### src/hdl/kcs_pkg.sv
// Shared types and constants for the keyframe channel sampler.
`default_nettype none
package kcs_pkg;

  localparam int unsigned VAL_W       = 16;
  localparam int unsigned TIME_W      = 32;
  localparam int unsigned CHF_W       = 9;
  localparam int unsigned SLOT_W      = 5;
  localparam int unsigned CFG_W       = 6;
  localparam int unsigned STAT_W      = 2;
  localparam int unsigned LANES       = 4;
  localparam int unsigned IN_TDATA_W  = 112;
  localparam int unsigned OUT_TDATA_W = 80;

  localparam logic ACT_LOAD   = 1'b0;
  localparam logic ACT_SAMPLE = 1'b1;

  localparam logic [STAT_W-1:0] STAT_OK   = 2'd0;
  localparam logic [STAT_W-1:0] STAT_SAT  = 2'd1;
  localparam logic [STAT_W-1:0] STAT_SPAN = 2'd2;

  typedef enum logic [3:0] {
    ST_IDLE,
    ST_WRITE,
    ST_SCAN_RD,
    ST_SCAN_CMP,
    ST_RD_LO,
    ST_RD_HI,
    ST_CAP_HI,
    ST_MUL,
    ST_DIV_GO,
    ST_DIV_WAIT,
    ST_DONE
  } state_e;

  typedef struct packed {
    logic load_item;
    logic wr_key;
    logic scan_rd;
    logic scan_next;
    logic scan_stop;
    logic rd_lo;
    logic cap_lo;
    logic cap_hi;
    logic mul;
    logic div_start;
    logic out_load;
  } cmd_t;

  typedef struct packed {
    logic in_valid;
    logic in_sample;
    logic scan_hit;
    logic scan_last;
    logic div_busy;
    logic out_free;
  } stat_t;

endpackage
`default_nettype wire

### src/hdl/kcs_ctrl.sv
// Controller state machine sequencing loads, key scan, divide and result.
`default_nettype none
module kcs_ctrl
  import kcs_pkg::*;
(
  input  wire logic  clk_i,
  input  wire logic  rst_ni,
  input  wire stat_t stat_i,
  output cmd_t       cmd_o,
  output logic       in_ready_o
);

  state_e state_q, state_d;

  always_comb begin
    state_d = state_q;
    unique case (state_q)
      ST_IDLE: begin
        if (stat_i.in_valid) begin
          state_d = stat_i.in_sample ? ST_SCAN_RD : ST_WRITE;
        end
      end
      ST_WRITE:    state_d = ST_IDLE;
      ST_SCAN_RD:  state_d = ST_SCAN_CMP;
      ST_SCAN_CMP: begin
        state_d = (stat_i.scan_hit || stat_i.scan_last) ? ST_RD_LO : ST_SCAN_RD;
      end
      ST_RD_LO:    state_d = ST_RD_HI;
      ST_RD_HI:    state_d = ST_CAP_HI;
      ST_CAP_HI:   state_d = ST_MUL;
      ST_MUL:      state_d = ST_DIV_GO;
      ST_DIV_GO:   state_d = ST_DIV_WAIT;
      ST_DIV_WAIT: begin
        if (!stat_i.div_busy) begin
          state_d = ST_DONE;
        end
      end
      ST_DONE: begin
        if (stat_i.out_free) begin
          state_d = ST_IDLE;
        end
      end
      default:     state_d = ST_IDLE;
    endcase
  end

  always_comb begin
    cmd_o      = '0;
    in_ready_o = 1'b0;
    unique case (state_q)
      ST_IDLE: begin
        in_ready_o      = 1'b1;
        cmd_o.load_item = stat_i.in_valid;
      end
      ST_WRITE:    cmd_o.wr_key = 1'b1;
      ST_SCAN_RD:  cmd_o.scan_rd = 1'b1;
      ST_SCAN_CMP: begin
        if (stat_i.scan_hit || stat_i.scan_last) begin
          cmd_o.scan_stop = 1'b1;
        end else begin
          cmd_o.scan_next = 1'b1;
        end
      end
      ST_RD_LO:    cmd_o.rd_lo = 1'b1;
      ST_RD_HI:    cmd_o.cap_lo = 1'b1;
      ST_CAP_HI:   cmd_o.cap_hi = 1'b1;
      ST_MUL:      cmd_o.mul = 1'b1;
      ST_DIV_GO:   cmd_o.div_start = 1'b1;
      ST_DIV_WAIT: cmd_o = '0;
      ST_DONE:     cmd_o.out_load = stat_i.out_free;
      default:     cmd_o = '0;
    endcase
  end

  always_ff @(posedge clk_i or negedge rst_ni) begin
    if (!rst_ni) begin
      state_q <= ST_IDLE;
    end else begin
      state_q <= state_d;
    end
  end

endmodule
`default_nettype wire
### config.mk
export PLATFORM = sky130hd
export DESIGN_NAME = kcs_ctrl
export DESIGN_NICKNAME = d
export VERILOG_FILES = /design/src/hdl/kcs_pkg.sv /design/src/hdl/kcs_ctrl.sv
export SDC_FILE = /design/constraint.sdc
export NUM_CORES = 1
export LEC_CHECK = 0
export BUFFER_PORTS_ARGS = -buffer_cell sky130_fd_sc_hd__buf_2
export CAP_MARGIN = 15
export CORE_AREA = 2 2 39 41
export DETAILED_ROUTE_END_ITERATION = 6
export DIE_AREA = 0 0 41 43
export SYNTH_ARGS = -nofsm -noshare
export SYNTH_HDL_FRONTEND = slang
export SYNTH_SLANG_ARGS = --single-unit
### constraint.sdc
create_clock -name clk_i -period 1.15 [get_ports clk_i]
set_input_delay 0.1725 -clock clk_i [delete_from_list [all_inputs] [get_ports clk_i]]
set_output_delay 0.1725 -clock clk_i [all_outputs]
set_load 0.01 [all_outputs]
==> run_summary.xml <==
<?xml version="1.0" encoding="UTF-8"?>
<metrics>
  <group name="cells_and_area">
    <metric name="drive_gt1_share" unit="%">80.6</metric>
    <metric name="layout.nets" unit="">103</metric>
    <metric name="finalNonFillerCells" unit="">109</metric>
    <metric name="stdcell_area" unit="sq um">863</metric>
    <metric name="flip_flop_count_of_the_largest_register_after_layout" unit="">4</metric>
    <metric name="num_antenna_cells" unit="">0</metric>
    <metric name="regMostFlops" unit="">state_q</metric>
    <metric name="synthToLayoutAreaGrowth" unit="%">115</metric>
    <metric name="fillers" unit="">127</metric>
    <metric name="reg.largest.list" unit="">state_q: 4 flops</metric>
  </group>
  <group name="clocking">
    <metric name="clkLatencyLatePin" unit="ns">0.24</metric>
    <metric name="clock_sink_count" unit="">4</metric>
    <metric name="cts.clk_slew.worst_paths" unit="ns">0.04</metric>
    <metric name="number_of_buffers_created_by_cts" unit="">3</metric>
    <metric name="cts.htree.levels" unit="">1</metric>
    <metric name="tritoncts" unit="">yes</metric>
    <metric name="clk_root_buffer_cell" unit="">sky130_fd_sc_hd__clkbuf_4</metric>
    <metric name="number_of_buffers_on_the_longest_clock_path" unit="">2</metric>
  </group>
  <group name="critical_path">
    <metric name="timing.critical_path.slowest_stage_cell" unit="">sky130_fd_sc_hd__dfrtp_2</metric>
    <metric name="setup_slack_reg_to_reg" unit="ns">-0.30</metric>
    <metric name="cpPeakStageDelay" unit="ns">0.47</metric>
    <metric name="critical_path_required" unit="ns">0.98</metric>
    <metric name="timing.rr.end" unit="">state_q[0]$_DFFE_PN0P_</metric>
    <metric name="worstPathArrival" unit="ns">1.32</metric>
    <metric name="cp_max_fo" unit="">6</metric>
    <metric name="critical_path.startpoint_type" unit="">flop</metric>
    <metric name="worstSetupPathType" unit="">flop to primary output</metric>
    <metric name="cp_cell_sequence" unit="">buf_6, and2b_2, and3_4, buf_6</metric>
    <metric name="category_of_cells_accounting_for_the_largest_share_of_critical_path_delay" unit="">flip-flops</metric>
    <metric name="worst_flop_to_flop_path_startpoint" unit="">state_q[0]$_DFFE_PN0P_</metric>
    <metric name="worstPathBufferInverterCount" unit="">2</metric>
    <metric name="r2r_depth" unit="">5</metric>
    <metric name="timing.critical_path.to_type" unit="">primary output</metric>
    <metric name="worst_path_most_repeated_cell" unit="">sky130_fd_sc_hd__buf_6</metric>
  </group>
  <group name="drt">
    <metric name="antenna_left" unit="">0</metric>
    <metric name="wl_per_cell" unit="microns">12.2</metric>
    <metric name="dr_total_vias" unit="">527</metric>
    <metric name="drt-vias-per-instance" unit="">4.83</metric>
    <metric name="drt-pass1-iter-count" unit="">3</metric>
    <metric name="post-route-drc-count" unit="">0</metric>
    <metric name="wirelength" unit="microns">1330</metric>
    <metric name="iteration_0_drc_markers" unit="">5</metric>
  </group>
  <group name="logic_synthesis">
    <metric name="synth_enable_flop_cells" unit="">0</metric>
    <metric name="synth_warnings" unit="">0</metric>
    <metric name="synth_async_sr_flop_share" unit="%">100</metric>
    <metric name="post_synth_inst_count" unit="">46</metric>
    <metric name="synth_most_common_cell" unit="">sky130_fd_sc_hd__nor2_1</metric>
    <metric name="synth.area.top_cells" unit="">sky130_fd_sc_hd__dfrtp_1, sky130_fd_sc_hd__buf_6, sky130_fd_sc_hd__nor3_1, sky130_fd_sc_hd__nor2_1, sky130_fd_sc_hd__a221oi_2</metric>
    <metric name="avgSynthCellArea" unit="sq um">8.73</metric>
    <metric name="post_synth_top_area_cell" unit="">sky130_fd_sc_hd__dfrtp_1</metric>
    <metric name="seq_area_frac_synth" unit="%">24.9</metric>
    <metric name="ys_ff_latch" unit="">4</metric>
    <metric name="syn-num-nets" unit="">54</metric>
    <metric name="number_of_library_cell_types_mapped_by_synthesis" unit="">32</metric>
    <metric name="postSynth.topFlopCell" unit="">sky130_fd_sc_hd__dfrtp_1</metric>
    <metric name="synthTopCellsByCount" unit="">sky130_fd_sc_hd__nor2_1, sky130_fd_sc_hd__dfrtp_1, sky130_fd_sc_hd__nor3_1</metric>
    <metric name="netlist_area" unit="sq um">402</metric>
    <metric name="synth_top_area_share" unit="%">24.9</metric>
  </group>
  <group name="worst_hold_path">
    <metric name="worst_hold_path.num_cells" unit="">2</metric>
    <metric name="hp-start" unit="">stat_i[0]</metric>
    <metric name="min_delay_worst_endpoint" unit="">state_q[1]$_DFFE_PN0P_</metric>
    <metric name="worstHoldPathType" unit="">input port to flop</metric>
  </group>
  <group name="placement">
    <metric name="hpwlAfterDp" unit="microns">957</metric>
    <metric name="portBuffers" unit="">19</metric>
    <metric name="globalplace.congestion" unit="">0.742</metric>
    <metric name="placed_area" unit="sq um">651</metric>
    <metric name="total_placed_cells_including_tap_cells" unit="">95</metric>
  </group>
  <group name="die">
    <metric name="row_count" unit="">14</metric>
    <metric name="die_width" unit="microns">41</metric>
    <metric name="floorplan.initialDensity" unit="%">29.0</metric>
    <metric name="dieHeight" unit="microns">43</metric>
    <metric name="fp.dieArea" unit="sq um">1760</metric>
    <metric name="ios" unit="">20</metric>
    <metric name="floorplan_core_area" unit="sq um">1380</metric>
  </group>
  <group name="timing">
    <metric name="timing.fmax" unit="GHz">0.669</metric>
    <metric name="post-route-min-period" unit="ns">1.49</metric>
    <metric name="finalHoldViolations" unit="">0</metric>
    <metric name="total_of_endpoints_with_negative_setup_slack_in_the_final_report" unit="">15</metric>
    <metric name="period_share" unit="%">130</metric>
    <metric name="worst_slack" unit="ns">-0.345</metric>
    <metric name="worst_pin_slew" unit="ns">0.292</metric>
    <metric name="timing.setup.tns" unit="ns">-3.89</metric>
    <metric name="grt_setup_unrepaired" unit="">true</metric>
    <metric name="finalMaxSlewViolations" unit="">0</metric>
    <metric name="timing.slew.headroom" unit="%">80.5</metric>
    <metric name="fin_worst_skew" unit="ns">0.00906</metric>
  </group>
  <group name="power_and_ir_drop">
    <metric name="power-per-cell-area" unit="nW/um^2">2310</metric>
    <metric name="max-vdd-ir-drop" unit="uV">1060</metric>
    <metric name="static-leakage-power" unit="uW">0.000439</metric>
    <metric name="report.power.total" unit="uW">2000</metric>
  </group>
  <group name="global_routing">
    <metric name="grt_max_degree" unit="">9</metric>
    <metric name="grt-ovfl-total" unit="">0</metric>
    <metric name="grt_first_pass_wirelength" unit="microns">2100</metric>
    <metric name="number_of_global_route_vias_before_repair" unit="">502</metric>
    <metric name="number_of_antenna_violations_at_the_first_check_in_global_routing" unit="">0</metric>
    <metric name="total_global_route_track_usage" unit="%">17.4</metric>
  </group>
  <group name="flow_run">
    <metric name="maxCapViolations" unit="">0</metric>
  </group>
  <group name="status">
    <metric name="violations_in_the_final_reports" unit="">setup timing</metric>
    <metric name="outcome" unit="">complete, but fails checks</metric>
  </group>
</metrics>
metrics by stage:
stage	worst slack (ns)	utilization (%)	hold slack, ns
2_1_floorplan	-0.100	-	-0.123
3_3_place_gp	-0.218	47.0	-0.0179
3_5_place_dp	-0.251	47.0	-0.0150
4_1_cts	-0.327	58.8	0.156
5_1_grt	-0.382	62.4	0.197
6_report	-0.345	62.4	0.159
layout by cell type, fill, tap and decap left out:
cell type                       count
sky130_fd_sc_hd__a32o_1             1
sky130_fd_sc_hd__nor2_2             3
sky130_fd_sc_hd__dfrtp_2            3
sky130_fd_sc_hd__nand2_1            1
sky130_fd_sc_hd__nand2_2            1
sky130_fd_sc_hd__nor4b_4            1
sky130_fd_sc_hd__o21ai_0            1
sky130_fd_sc_hd__or2b_1             1
sky130_fd_sc_hd__a22o_1             1
sky130_fd_sc_hd__o21a_1             1
sky130_fd_sc_hd__a211oi_1           1
sky130_fd_sc_hd__and3_4             1
sky130_fd_sc_hd__nor2b_2            1
sky130_fd_sc_hd__buf_4             19
sky130_fd_sc_hd__o22ai_1            1
sky130_fd_sc_hd__o2bb2ai_1          1
sky130_fd_sc_hd__dfrtp_1            1
sky130_fd_sc_hd__dlygate4sd3_1      1
sky130_fd_sc_hd__buf_2             16
sky130_fd_sc_hd__buf_6             12
sky130_fd_sc_hd__nor4_2             1
sky130_fd_sc_hd__nor4_4             1
sky130_fd_sc_hd__nor3b_2            1
sky130_fd_sc_hd__nor2_1             3
sky130_fd_sc_hd__a21oi_1            1
sky130_fd_sc_hd__clkbuf_4           3
sky130_fd_sc_hd__and2_4             1
sky130_fd_sc_hd__nor3_2             5
sky130_fd_sc_hd__a211o_1            1
sky130_fd_sc_hd__xnor2_1            1
sky130_fd_sc_hd__and2b_2            2
sky130_fd_sc_hd__nand2b_4           2
sky130_fd_sc_hd__a21o_1             1
sky130_fd_sc_hd__a221oi_2           1
sky130_fd_sc_hd__nand2b_2           1
worst max-delay path by stage:
| stage | cells after the start | to | slack, ns | startpoint |
|---|---|---|---|---|
| global route | 6 | state_q[1]$_DFFE_PN0P_ | -0.38 | state_q[0]$_DFFE_PN0P_ |
| floorplan | 3 | cmd_o[10] | -0.10 | state_q[1]$_DFFE_PN0P_ |
| global placement | 5 | state_q[0]$_DFFE_PN0P_ | -0.22 | state_q[0]$_DFFE_PN0P_ |
| CTS | 4 | cmd_o[0] | -0.33 | state_q[0]$_DFFE_PN0P_ |
| detailed placement | 5 | state_q[0]$_DFFE_PN0P_ | -0.25 | state_q[0]$_DFFE_PN0P_ |
| finish | 4 | cmd_o[0] | -0.34 | state_q[1]$_DFFE_PN0P_ |
routing by layer:
layer | global-route usage, % | vias to the layer above | routed length, microns
li1 | - | 267 | -
met1 | 20.2 | 245 | 519
met2 | 30.9 | 15 | 746
met3 | 0 | 0 | 60
met4 | 8.00 | 0 | 0
met5 | 0 | - | 0
what timing repair did:
action / CTS / global route
hold buffers: 1 / 0
hold endpoints to repair: 4 / 0
setup endpoints to repair: 16 / 16
pin swaps: 4 / 4
buffers inserted: 7 / 3
gates resized for setup: 18 / 8
report_power, final:
part / switching (uW) / internal (uW) / total (uW)
sequential: 116 / 203 / 319
clock: 56.8 / 117 / 173
combinational: 593 / 912 / 1500
total: 766 / 1230 / 2000
kinds of logic after synthesis:
logic type | synth area share, %
simple gates | 42.4
compound gates | 22.4
flops | 24.9
buf+inv | 8.10
xor+xnor | 2.18
worst reg2reg max path, delay by kind of cell, from the launching register on:
kind,cells,cell delay (ns)
compound gates,2,0.48
buf+inv,2,0.27
flops,1,0.45
simple gates,1,0.17
area by class of cell:
type	count	area (sq um)	share of cell area, %
clock buffer	3	22.5	2.61
multi-input combinational	38	349	40.4
sequential	4	104	12.0
tap	16	20.0	2.32
timing repair buffer	48	368	42.6
Power figures use the tool's default switching activity.
